File: config.mk
export PLATFORM = sky130hd
export DESIGN_NAME = pairing_handshake_controller
export DESIGN_NICKNAME = d
export VERILOG_FILES = /design/src/sv/phc_pkg.sv /design/src/sv/phc_front.sv /design/src/sv/phc_queue.sv /design/src/sv/phc_back.sv /design/src/sv/pairing_handshake_controller.sv
export SDC_FILE = /design/constraint.sdc
export NUM_CORES = 1
export LEC_CHECK = 0
export BUFFER_PORTS_ARGS = -buffer_cell sky130_fd_sc_hd__buf_2
export CORE_MARGIN = 4
export CORE_UTILIZATION = 59
export DETAILED_ROUTE_END_ITERATION = 12
export GPL_ROUTABILITY_DRIVEN = 0
export PLACE_DENSITY = 0.79
export RECOVER_POWER = 25
export SYNTH_ARGS = -nofsm -noshare
export SYNTH_HDL_FRONTEND = slang
export SYNTH_SLANG_ARGS = --single-unit
File: constraint.sdc
create_clock -name clock -period 18 [get_ports clock]
set_clock_uncertainty 0.15 [all_clocks]
set_input_delay 1.8 -clock clock [delete_from_list [all_inputs] [get_ports clock]]
set_output_delay 1.8 -clock clock [all_outputs]
set_load 0.005 [all_outputs]
File: src/sv/phc_pkg.sv
// Shared types, codes and constants for the pairing handshake controller.
`timescale 1ns / 1ps
package phc_pkg;

   localparam int PUBLIC_LEN     = 32;
   localparam int NONCE_LEN      = 8;
   localparam int CONFIRM_LEN    = 16;
   localparam int HDR_LEN        = 9;
   localparam int DEFAULT_WINDOW = 30000;
   localparam int QUEUE_DEPTH    = 2;

   localparam int OFFER_MIN   = HDR_LEN + PUBLIC_LEN + NONCE_LEN;
   localparam int CONFIRM_MIN = HDR_LEN + CONFIRM_LEN;

   typedef enum logic [2:0] {
      REQ_BEGIN   = 3'd0,
      REQ_OFFER   = 3'd1,
      REQ_CONFIRM = 3'd2,
      REQ_ABORT   = 3'd3,
      REQ_TICK    = 3'd4
   } req_code_type;

   typedef enum logic [2:0] {
      ST_IDLE       = 3'd0,
      ST_WAITING    = 3'd1,
      ST_CONFIRMING = 3'd2,
      ST_DONE       = 3'd3,
      ST_ABORTED    = 3'd4
   } hs_state_type;

   typedef enum logic [2:0] {
      WHY_NONE        = 3'd0,
      WHY_THIRD       = 3'd1,
      WHY_TIMEOUT     = 3'd2,
      WHY_BAD_CONFIRM = 3'd3,
      WHY_BAD_KEY     = 3'd4,
      WHY_PEER        = 3'd5
   } why_type;

   typedef enum logic [2:0] {
      OP_NONE,
      OP_BEGIN,
      OP_OFFER,
      OP_CONFIRM,
      OP_ABORT,
      OP_TICK
   } op_type;

   typedef struct packed {
      op_type      op;
      logic [31:0] now_ms;
      logic [15:0] window;
      logic        hdr_ok;
      logic        offer_ok;
      logic        confirm_ok;
      logic        from_self;
      logic [63:0] sender_id;
      logic        key_ok;
      logic        tag_match;
   } cmd_type;

   typedef struct packed {
      hs_state_type new_state;
      why_type      abort_code;
      logic         tx_offer;
      logic         tx_confirm;
      logic         tx_abort;
      logic         completed;
      logic         aborted;
      logic         peer_accepted;
   } rsp_type;

endpackage

File: src/sv/phc_front.sv
// Front stage: takes request transfers, classifies them and registers the command.
`timescale 1ns / 1ps
module phc_front (
   input  logic             clock,
   input  logic             reset,
   input  logic             req_valid,
   output logic             req_ready,
   input  logic [2:0]       req_type,
   input  logic [31:0]      req_now_ms,
   input  logic [15:0]      req_window_len,
   input  logic [7:0]       req_msg_len,
   input  logic [63:0]      req_sender_id,
   input  logic             req_key_ok,
   input  logic             req_tag_match,
   input  logic [63:0]      own_id,
   output logic             cmd_valid,
   input  logic             cmd_ready,
   output phc_pkg::cmd_type cmd
);
   import phc_pkg::*;

   cmd_type cmd_in;
   cmd_type cmd_ff;
   logic    valid_ff;
   logic    has_len;

   always_comb begin
      has_len = (req_msg_len != 8'd0);
      cmd_in            = '0;
      cmd_in.now_ms     = req_now_ms;
      cmd_in.window     = (req_window_len != 16'd0) ? req_window_len : 16'(DEFAULT_WINDOW);
      cmd_in.hdr_ok     = (req_msg_len >= 8'(HDR_LEN));
      cmd_in.offer_ok   = ({1'b0, req_msg_len} >= 9'(OFFER_MIN));
      cmd_in.confirm_ok = ({1'b0, req_msg_len} >= 9'(CONFIRM_MIN));
      cmd_in.from_self  = (req_sender_id == own_id);
      cmd_in.sender_id  = req_sender_id;
      cmd_in.key_ok     = req_key_ok;
      cmd_in.tag_match  = req_tag_match;
      case (req_type)
         REQ_BEGIN:   cmd_in.op = OP_BEGIN;
         REQ_TICK:    cmd_in.op = OP_TICK;
         REQ_OFFER:   cmd_in.op = has_len ? OP_OFFER : OP_NONE;
         REQ_CONFIRM: cmd_in.op = has_len ? OP_CONFIRM : OP_NONE;
         REQ_ABORT:   cmd_in.op = has_len ? OP_ABORT : OP_NONE;
         default:     cmd_in.op = OP_NONE;
      endcase
   end

   assign req_ready = !valid_ff || cmd_ready;

   always_ff @(posedge clock) begin
      if (reset) begin
         valid_ff <= 1'b0;
      end else if (req_ready) begin
         valid_ff <= req_valid;
      end
      if (req_valid && req_ready) begin
         cmd_ff <= cmd_in;
      end
   end

   assign cmd_valid = valid_ff;
   assign cmd       = cmd_ff;

endmodule

File: src/sv/phc_queue.sv
// Short command queue between the front and back stages.
`timescale 1ns / 1ps
module phc_queue #(
   parameter int DEPTH = phc_pkg::QUEUE_DEPTH
) (
   input  logic             clock,
   input  logic             reset,
   input  logic             push_valid,
   output logic             push_ready,
   input  phc_pkg::cmd_type push_data,
   output logic             pop_valid,
   input  logic             pop_ready,
   output phc_pkg::cmd_type pop_data
);
   import phc_pkg::*;

   localparam int PW = (DEPTH > 1) ? $clog2(DEPTH) : 1;
   localparam int CW = $clog2(DEPTH + 1);

   cmd_type         mem [DEPTH];
   logic [PW-1:0]   wr_ptr_ff;
   logic [PW-1:0]   rd_ptr_ff;
   logic [CW-1:0]   count_ff;
   logic            push;
   logic            pop;

   assign push_ready = (count_ff != CW'(DEPTH));
   assign pop_valid  = (count_ff != '0);
   assign push       = push_valid && push_ready;
   assign pop        = pop_valid && pop_ready;
   assign pop_data   = mem[rd_ptr_ff];

   always_ff @(posedge clock) begin
      if (reset) begin
         wr_ptr_ff <= '0;
         rd_ptr_ff <= '0;
         count_ff  <= '0;
      end else begin
         if (push) begin
            wr_ptr_ff <= (wr_ptr_ff == PW'(DEPTH - 1)) ? '0 : wr_ptr_ff + 1'b1;
         end
         if (pop) begin
            rd_ptr_ff <= (rd_ptr_ff == PW'(DEPTH - 1)) ? '0 : rd_ptr_ff + 1'b1;
         end
         if (push && !pop) begin
            count_ff <= count_ff + 1'b1;
         end else if (pop && !push) begin
            count_ff <= count_ff - 1'b1;
         end
      end
      if (push) begin
         mem[wr_ptr_ff] <= push_data;
      end
   end

endmodule

File: src/sv/phc_back.sv
// Back stage: handshake state machine and the registered response.
`timescale 1ns / 1ps
module phc_back (
   input  logic             clock,
   input  logic             reset,
   input  logic             cmd_valid,
   output logic             cmd_ready,
   input  phc_pkg::cmd_type cmd,
   output logic             rsp_valid,
   input  logic             rsp_ready,
   output phc_pkg::rsp_type rsp
);
   import phc_pkg::*;

   hs_state_type state_ff, state_in;
   why_type      reason_ff, reason_in;
   logic [31:0]  deadline_ff, deadline_in;
   logic [63:0]  peer_id_ff, peer_id_in;
   logic         have_peer_ff, have_peer_in;
   logic         rsp_valid_ff;
   rsp_type      rsp_ff, rsp_in;
   logic [31:0]  diff;
   logic         past;
   logic         is_peer;
   logic         active;
   logic         take;

   assign cmd_ready = !rsp_valid_ff || rsp_ready;
   assign take      = cmd_valid && cmd_ready;

   always_comb begin
      diff    = cmd.now_ms - deadline_ff;
      past    = (diff != 32'd0) && !diff[31];
      is_peer = (cmd.sender_id == peer_id_ff);
      active  = (state_ff != ST_IDLE) && (state_ff != ST_ABORTED);

      state_in     = state_ff;
      reason_in    = reason_ff;
      deadline_in  = deadline_ff;
      peer_id_in   = peer_id_ff;
      have_peer_in = have_peer_ff;
      rsp_in       = '0;

      case (cmd.op)
         OP_BEGIN: begin
            state_in        = ST_WAITING;
            reason_in       = WHY_NONE;
            deadline_in     = cmd.now_ms + {16'd0, cmd.window};
            peer_id_in      = '0;
            have_peer_in    = 1'b0;
            rsp_in.tx_offer = 1'b1;
         end
         OP_TICK: begin
            if ((state_ff == ST_WAITING || state_ff == ST_CONFIRMING) && past) begin
               reason_in = WHY_TIMEOUT;
            end
         end
         OP_OFFER: begin
            if (active) begin
               if (state_ff == ST_DONE) begin
                  if (!past && cmd.hdr_ok && !is_peer && !cmd.from_self) begin
                     reason_in = WHY_THIRD;
                  end
               end else if (cmd.offer_ok && !cmd.from_self) begin
                  if (have_peer_ff && is_peer) begin
                     rsp_in.tx_confirm = (state_ff == ST_CONFIRMING);
                  end else if (have_peer_ff) begin
                     reason_in = WHY_THIRD;
                  end else begin
                     peer_id_in           = cmd.sender_id;
                     have_peer_in         = 1'b1;
                     rsp_in.peer_accepted = 1'b1;
                     if (!cmd.key_ok) begin
                        reason_in = WHY_BAD_KEY;
                     end else begin
                        state_in          = ST_CONFIRMING;
                        rsp_in.tx_confirm = 1'b1;
                        rsp_in.tx_offer   = 1'b1;
                     end
                  end
               end
            end
         end
         OP_CONFIRM: begin
            if (active && cmd.confirm_ok && have_peer_ff && is_peer) begin
               if (!cmd.tag_match) begin
                  reason_in = WHY_BAD_CONFIRM;
               end else if (state_ff == ST_CONFIRMING) begin
                  state_in         = ST_DONE;
                  rsp_in.completed = 1'b1;
               end
            end
         end
         OP_ABORT: begin
            if (active) begin
               reason_in = WHY_PEER;
            end
         end
         default: begin
         end
      endcase

      // a fresh reason only appears on an abort step
      if (cmd.op != OP_BEGIN && reason_in != reason_ff) begin
         state_in        = ST_ABORTED;
         rsp_in.tx_abort = 1'b1;
         rsp_in.aborted  = 1'b1;
      end

      rsp_in.new_state  = state_in;
      rsp_in.abort_code = reason_in;
   end

   always_ff @(posedge clock) begin
      if (reset) begin
         state_ff     <= ST_IDLE;
         reason_ff    <= WHY_NONE;
         deadline_ff  <= '0;
         peer_id_ff   <= '0;
         have_peer_ff <= 1'b0;
         rsp_valid_ff <= 1'b0;
      end else begin
         if (take) begin
            state_ff     <= state_in;
            reason_ff    <= reason_in;
            deadline_ff  <= deadline_in;
            peer_id_ff   <= peer_id_in;
            have_peer_ff <= have_peer_in;
         end
         if (cmd_ready) begin
            rsp_valid_ff <= cmd_valid;
         end
      end
      if (take) begin
         rsp_ff <= rsp_in;
      end
   end

   assign rsp_valid = rsp_valid_ff;
   assign rsp       = rsp_ff;

endmodule

File: src/sv/pairing_handshake_controller.sv
// Pairing handshake controller: top level, own identifier register and checks.
//
// Each request transfer yields exactly one response transfer, in order. A request
// is classified and registered in the front stage, waits in a short queue, and is
// executed by the back stage, which then holds the response in an output register.
// One request per cycle is sustained when nothing stalls; on its way a request
// passes the front register, the queue and the output register. While the
// response side is held, the request side keeps flowing for QUEUE_DEPTH + 1
// further transfers, filling the queue and the front register, before req_ready
// drops. Write csr_wr_data with csr_wr_en only while no transfer is pending.
`timescale 1ns / 1ps
module pairing_handshake_controller #(
   parameter int QUEUE_DEPTH = phc_pkg::QUEUE_DEPTH
) (
   input  logic        clock,
   input  logic        reset,
   input  logic        csr_wr_en,
   input  logic [63:0] csr_wr_data,
   input  logic        req_valid,
   output logic        req_ready,
   input  logic [2:0]  req_type,
   input  logic [31:0] req_now_ms,
   input  logic [15:0] req_window_len,
   input  logic [7:0]  req_msg_len,
   input  logic [63:0] req_sender_id,
   input  logic        req_key_ok,
   input  logic        req_tag_match,
   output logic        rsp_valid,
   input  logic        rsp_ready,
   output logic [2:0]  rsp_new_state,
   output logic [2:0]  rsp_abort_code,
   output logic        rsp_tx_offer,
   output logic        rsp_tx_confirm,
   output logic        rsp_tx_abort,
   output logic        rsp_completed,
   output logic        rsp_aborted,
   output logic        rsp_peer_accepted
);
   import phc_pkg::*;

   logic [63:0] own_id_ff;
   logic        front_valid;
   logic        front_ready;
   cmd_type     front_cmd;
   logic        back_valid;
   logic        back_ready;
   cmd_type     back_cmd;
   rsp_type     rsp;

   always_ff @(posedge clock) begin
      if (reset) begin
         own_id_ff <= '0;
      end else if (csr_wr_en) begin
         own_id_ff <= csr_wr_data;
      end
   end

   phc_front u_front (
      .clock          (clock),
      .reset          (reset),
      .req_valid      (req_valid),
      .req_ready      (req_ready),
      .req_type       (req_type),
      .req_now_ms     (req_now_ms),
      .req_window_len (req_window_len),
      .req_msg_len    (req_msg_len),
      .req_sender_id  (req_sender_id),
      .req_key_ok     (req_key_ok),
      .req_tag_match  (req_tag_match),
      .own_id         (own_id_ff),
      .cmd_valid      (front_valid),
      .cmd_ready      (front_ready),
      .cmd            (front_cmd)
   );

   phc_queue #(
      .DEPTH (QUEUE_DEPTH)
   ) u_queue (
      .clock      (clock),
      .reset      (reset),
      .push_valid (front_valid),
      .push_ready (front_ready),
      .push_data  (front_cmd),
      .pop_valid  (back_valid),
      .pop_ready  (back_ready),
      .pop_data   (back_cmd)
   );

   phc_back u_back (
      .clock     (clock),
      .reset     (reset),
      .cmd_valid (back_valid),
      .cmd_ready (back_ready),
      .cmd       (back_cmd),
      .rsp_valid (rsp_valid),
      .rsp_ready (rsp_ready),
      .rsp       (rsp)
   );

   assign rsp_new_state     = rsp.new_state;
   assign rsp_abort_code    = rsp.abort_code;
   assign rsp_tx_offer      = rsp.tx_offer;
   assign rsp_tx_confirm    = rsp.tx_confirm;
   assign rsp_tx_abort      = rsp.tx_abort;
   assign rsp_completed     = rsp.completed;
   assign rsp_aborted       = rsp.aborted;
   assign rsp_peer_accepted = rsp.peer_accepted;

   a_abort_code_only_when_aborted: assert property (@(posedge clock) disable iff (reset)
      rsp_valid |-> ((rsp_new_state == ST_ABORTED) == (rsp_abort_code != WHY_NONE)))
      else $error("abort code and state disagree");

   a_abort_flags_agree: assert property (@(posedge clock) disable iff (reset)
      rsp_valid |-> (rsp_aborted == rsp_tx_abort)
                 && (!rsp_aborted || rsp_new_state == ST_ABORTED))
      else $error("abort flags inconsistent");

   a_completed_means_done: assert property (@(posedge clock) disable iff (reset)
      rsp_valid && rsp_completed |-> rsp_new_state == ST_DONE && !rsp_aborted)
      else $error("completion without done state");

   a_accept_with_key_outcome: assert property (@(posedge clock) disable iff (reset)
      rsp_valid && rsp_peer_accepted |->
         (rsp_new_state == ST_CONFIRMING && rsp_tx_confirm)
         || (rsp_aborted && rsp_abort_code == WHY_BAD_KEY))
      else $error("peer accepted without confirm or bad key abort");

endmodule

Yosys cells after proc, flatten, opt, wreduce, memory -nomap -nowiden:

Memories as Yosys holds them, arrays and structs flattened. A register that Yosys moved wholly into a read port is not among the register bits.
Index checks and enable logic that the tools add are counted.

* register bits after elaboration: 305
* latch bits: 0
* memory bits (writable): 242
* ROM bits: 0
* bits of input ports: 194
* word-level logic and storage cells: 163
* memories: 1

Memory list
* u_queue.mem: depth 2, bits a word 121, read ports 1, clocked after Yosys merged registers in 1, write ports 1, RTL line phc_queue.sv:20 `cmd_type mem [DEPTH];`

* add/subtract/negate cells: 6
* $mul: 0
* divide/modulo/power cells: 0
* $lt $le $gt $ge: 3
* eq/ne operators: 23
* shifts and indexed selects: 0
* mux-type cells: 57
* bitwise gates (word level): 3
* reductions and logical operators: 42

Operators by type and width (number)
* $mux W64: 5
* $eq A64 B64 Y1: 2
* $pmux W64 S2: 1
* $mux W3: 22
* $add A32 B16 Y32: 1
* $reduce_bool A32 Y1: 1
* $sub A32 B32 Y32: 1
* $pmux W3 S5: 2
* $eq A3 B2 Y1 const B: 6
* $mux W2: 9
* $logic_and A1 B1 Y1: 17
* $reduce_bool A16 Y1: 1
* $mux W1: 15
* $eq A3 B1 Y1 const B: 3
* $eq A3 B3 Y1 const B: 3
* $pmux W3 S3: 1
* $ge A8 B4 Y1 const B: 1
* $ge A8 B5 Y1 const B: 1
* $ge A8 B6 Y1 const B: 1
* $logic_not A1 Y1: 8
* $ne A2 B2 Y1 const B: 4
* $reduce_bool A8 Y1: 1
* $reduce_and A7 Y1: 1
* $reduce_and A6 Y1: 1
* 17 further kinds: 26

Longest topological paths before layout:

* depth after elaboration: 14
* mapped depth: 26
* mapped depth without buffers: 18

Cells and area by module:

A second synthesis with hierarchy kept.

* cell total of the unflattened synthesis: 1913
* area total of the unflattened synthesis: 24089.4 um^2

By module, submodules not included
* phc_queue: times used 1, cells an instance 400, area each 8976.1 um^2, seq. area each 7367.1 um^2
* phc_back: times used 1, cells an instance 1057, area each 8249.2 um^2, seq. area each 2412.3 um^2
* phc_front: times used 1, cells an instance 250, area each 4573.1 um^2, seq. area each 3653.5 um^2
* pairing_handshake_controller: times used 1, cells an instance 206, area each 2290.9 um^2, seq. area each 1281.2 um^2

Worst setup path before layout:

No wires, ideal clock.

* path type: register to register
* start: register with a tool-made name
* end: register u_back.rsp_ff, in the netlist u_back.rsp[11] (data pin)
* setup time: 0.268 ns
* arrival: 5.986 ns
* data required time: 17.582 ns
* slack: 11.596 ns
* stages on the path, launching flop included: 24
* buffers on the path: 7
* path through: dfxtp_1 > buf_6 > buf_6 > buf_2 > buf_2 > buf_1 > clkbuf_1 > buf_1 > mux2i_1 > inv_1 > ha_1 > nor2b_1 > o31a_1 > or4_1 > a2111oi_0 > and4_1 > nand4_1 > nor4_2 > nand4_1 > or4_4 > a31oi_4 > o31ai_4 > a211oi_2 > o21ai_1

RTL lines
* end signal: assignment: RTL line phc_back.sv:135 `rsp_ff <= rsp_in;`
* end: declaration: RTL line phc_back.sv:21 `rsp_type rsp_ff, rsp_in;`

==> impl_summary.txt <==
----------------------------------------------------
[Logic synthesis]
  Netlist Area Pre-Place ... 24100 µm²
  Number of distinct library cells after synthesis ... 81
  Commonest cells post-synth ... sky130_fd_sc_hd__edfxtp_1, sky130_fd_sc_hd__nor2_1, sky130_fd_sc_hd__dfxtp_1, sky130_fd_sc_hd__a21oi_1, sky130_fd_sc_hd__mux2i_1
  Most instantiated library cell after synthesis ... sky130_fd_sc_hd__edfxtp_1
  Post-synthesis sequential area ratio ... 0.610
  Area share of the largest cell type after synthesis ... 0.465
  Largest family of logic cells by synthesized area ... simple AND/OR/NAND/NOR gates
  Number of enable flip-flop cells after synthesis ... 374
  Post-Syn Instances ... 2008
  Arithmetic-cell share of the synthesized area counting full adders, half adders and majority gates ... 0.0266
  Portion of netlist area occupied by mux cells ... 0.0832
  Primary flip-flop cell chosen by synthesis mapping ... sky130_fd_sc_hd__edfxtp_1
  Area leader, netlist ... sky130_fd_sc_hd__edfxtp_1
  Xor-xnor portion of the synthesized cell area ... 0.0552
  Flip-flop and latch count after synthesis ... 548
  Async set-reset flop share out of synthesis ... 0
  Top area cells in the synthesized netlist ... sky130_fd_sc_hd__edfxtp_1, sky130_fd_sc_hd__dfxtp_1, sky130_fd_sc_hd__mux2i_1, sky130_fd_sc_hd__nor2_1, sky130_fd_sc_hd__xor2_1
  Mean instance size in the synthesized netlist ... 12.0 µm²
  Area fraction in compound gates after synthesis ... 0.0873
  Yosys Warn Count ... 0
  Simple-gate share of the synthesized area ... 0.110
  Synthesized net count ... 2252

[Worst setup path]
  Critical-path maximum fanout ... 51
  Endpoint required time on the critical path ... 18180 ps
  Startpoint-to-endpoint class of the critical path ... reg -> reg
  Cell depth of the worst flop-to-flop path ... 17
  Critical R2R Capture ... u_back.rsp[11]$_DFFE_PP_
  Nature of the critical path endpoint ... flip-flop
  Reg2reg setup slack ... 11970 ps
  Arrival time reported for the critical path endpoint ... 6210 ps
  Element type at the critical path start ... flip-flop

[Final layout]
  Layout-stage area growth over the synthesis result ... 13.0%
  Proportion of layout cells with a drive suffix above 1 ... 0.166
  Fin nets ... 2436
  Post-layout utilization of the core ... 0.680

[Placed design]
  Dpl hpwl ... 37.0 mm
  Buffers added on ports ... 207

[STA]
  Setup repair after global routing missed its margin ... no
  Setup-failing EPs final ... 0
  Period utilization ... 0.335
  Final Hold Vio Count ... 0
  Final Slew Violations ... 0
  Max Clock Freq ... 166 MHz
  Worst max-slew margin expressed relative to the limit ... 0.212
  Slew of the pin with the lowest slew margin ... 1180 ps
  Post-layout min period ... 6030 ps
  Sum of negative setup slack ... 0 ps

[Floorplanning]
  IO Count ... 208
  Initial Utilization ... 0.602
  Std-Cell Rows ... 73
  Height of the die ... 210 µm
  Floorplan die area ... 44200 µm²
  Floorplan die width ... 210 µm
  Placeable core area ... 40100 µm²

[Min path]
  Worst Hold Path Cells ... 0
  Hold/Removal Path Class ... reg -> reg
  Min-Delay Startpoint ... u_front.cmd[36]$_DFFE_PP_
  Hold endpoint ... u_queue.mem[1][36]$_DFFE_PP_

[GRT]
  Initial antenna violation count ... 2
  First-pass GRT wire length ... 84.9 mm
  Maximum number of pins on one net before global-route repair ... 94
  GRT Util Overall ... 0.239
  Grt total ovfl ... 0
  Via count of the first global-routing pass ... 16000

[Power]
  Leak pwr ... 10.3 nW
  Peak VDD IR ... 0.0900 mV
  Power density over the cells ... 135 nW/µm²

[Drt]
  Starting DRC count in detailed routing ... 1369
  Routed wire per std cell ... 19.6 µm
  Total Wirelength ... 54.3 mm
  Antenna Nets Post-Route ... 0
  Post-route DRC violation count ... 2
  First-pass iteration count of the detailed router ... 11
  Routed via count ... 16200
  Via/cell ratio ... 5.85

[Clocking]
  CTS max path bufs ... 3
  Library cell used as clock root buffer ... sky130_fd_sc_hd__clkbuf_16
  Hold-fix buffers at CTS ... 0
  Post-cts sizing count ... 0
  Clock tree from TritonCTS ... done
  Buffer count from post-CTS setup fixing ... 0
  CTS clk-pin slew, worst paths ... 60 ps
  Clock sink count ... 548
  Number of CTS-inserted buffers ... 53
  H-tree levels ... 2
  Source-to-sink clock delay at the later pin of the worst-skew pair ... 600 ps

[Outcome]
  Violated checks ... design-rule violations
  Outcome ... finished, violations left

[Run]
  Max-cap violations ... 0

----------------------------------------------------
[registers in the layout, summed over array words and instances, names as in the netlist, 2 cells and up, named ones only]
register	count
u_front.cmd	121
u_back.rsp	11
u_back.deadline_ff	32
u_back.reason_ff	3
u_back.peer_id_ff	64
u_queue.count_ff	2
own_id_ff	64
u_queue.mem	242
u_back.state_ff	3
[metrics by stage]
stage,worst slack [ps],instance area [µm²],hold WS [ps],power (mW),std cells
global placement,12060,25500,272,2.56,2662
finish,11970,27300,291,3.68,2764
global route,11500,27300,297,3.87,2762
CTS,11910,27300,290,3.69,2762
floorplan,11600,24100,271,2.36,2008
detailed placement,11920,25500,279,2.59,2662
[kinds of logic after synthesis]
logic type / count (synthesis)
mux: 192
simple gates: 575
buf+inv: 159
compound gates: 332
xor+xnor: 152
fa+ha+maj: 50
flops: 548
[final cells by class]
cell class                      instances  area [µm²]
Clock inverter                         22         246
Tap cell                              525         657
Multi-Input combinational cell       1301        8770
Antenna cell                            2        5.00
Sequential cell                       548       14700
Fill cell                            2828       12800
Inverter                               69         259
Clock buffer                           78        1470
Timing Repair Buffer                  219        1130
[critical path, cell delays in order, from the launching register on]
cell	delay (ps)
sky130_fd_sc_hd__dfxtp_4	630
sky130_fd_sc_hd__buf_4	710
sky130_fd_sc_hd__mux2i_1	450
sky130_fd_sc_hd__inv_1	110
sky130_fd_sc_hd__ha_1	280
sky130_fd_sc_hd__nor2b_1	140
sky130_fd_sc_hd__o31a_1	300
sky130_fd_sc_hd__or4_1	500
sky130_fd_sc_hd__a2111oi_0	370
sky130_fd_sc_hd__and4_1	240
sky130_fd_sc_hd__nand4_1	120
sky130_fd_sc_hd__nor4_2	140
sky130_fd_sc_hd__nand4_1	220
sky130_fd_sc_hd__o41ai_4	420
sky130_fd_sc_hd__a211oi_2	190
sky130_fd_sc_hd__o22a_1	260
sky130_fd_sc_hd__a211oi_2	380
sky130_fd_sc_hd__o21ai_1	100
[layer usage]
metal	vias to the layer above	part of all wire	global-route usage
met5	-	0	0
met4	0	0.028	0.0794
met3	94	0.085	0.0500
met2	671	0.46	0.381
met1	7740	0.42	0.333
li1	7652	-	-
[power breakdown]
group / switching [mW] / internal (mW) / total, mW
combinational: 0.634 / 0.418 / 1.05
sequential: 0.0653 / 1.47 / 1.54
clock: 0.462 / 0.628 / 1.09
[placed cells by master (no fill, tap or decap), drive strengths merged, types with 5 or more instances in the layout]
| cell type | Yosys | layout |
|---|---|---|
| a21oi | 149 | 149 |
| nor4 | 43 | 43 |
| a21o | 19 | 19 |
| a22oi | 5 | 5 |
| o22ai | 8 | 8 |
| a31oi | 14 | 14 |
| o21a | 11 | 11 |
| xor2 | 88 | 88 |
| clkinv | 1 | 15 |
| inv | 68 | 71 |
| and2 | 6 | 6 |
| mux2i | 148 | 148 |
| nand4 | 30 | 30 |
| o41ai | 6 | 6 |
| or3 | 9 | 9 |
| nor2b | 13 | 13 |
| clkbuf | 77 | 78 |
| mux2 | 44 | 44 |
| nor2 | 273 | 273 |
| o31ai | 12 | 12 |
| a211oi | 6 | 6 |
| or2 | 5 | 5 |
| o21ai | 51 | 51 |
| edfxtp | 374 | 374 |
| nand2 | 104 | 104 |
| ha | 48 | 48 |
| o211ai | 7 | 7 |
| buf | 13 | 219 |
| or4 | 7 | 7 |
| nor3 | 23 | 23 |
| and3 | 12 | 12 |
| nand2b | 18 | 18 |
| xnor2 | 64 | 64 |
| nand3 | 21 | 21 |
| dfxtp | 174 | 174 |
[how the worst max path moves through the flow]
stage / startpoint / end / slack, ps / cells after the start
global route: flip-flop / u_back.rsp[11]$_DFFE_PP_ / 11500 / 17
CTS: flip-flop / u_back.rsp[3]$_DFFE_PP_ / 11910 / 17
global placement: flip-flop / u_back.rsp[11]$_DFFE_PP_ / 12060 / 17
detailed placement: flip-flop / u_back.rsp[11]$_DFFE_PP_ / 11920 / 17
finish: flip-flop / u_back.rsp[11]$_DFFE_PP_ / 11970 / 17
floorplan: flip-flop / u_back.rsp[11]$_DFFE_PP_ / 11600 / 23
Power figures use the tool's default switching activity.
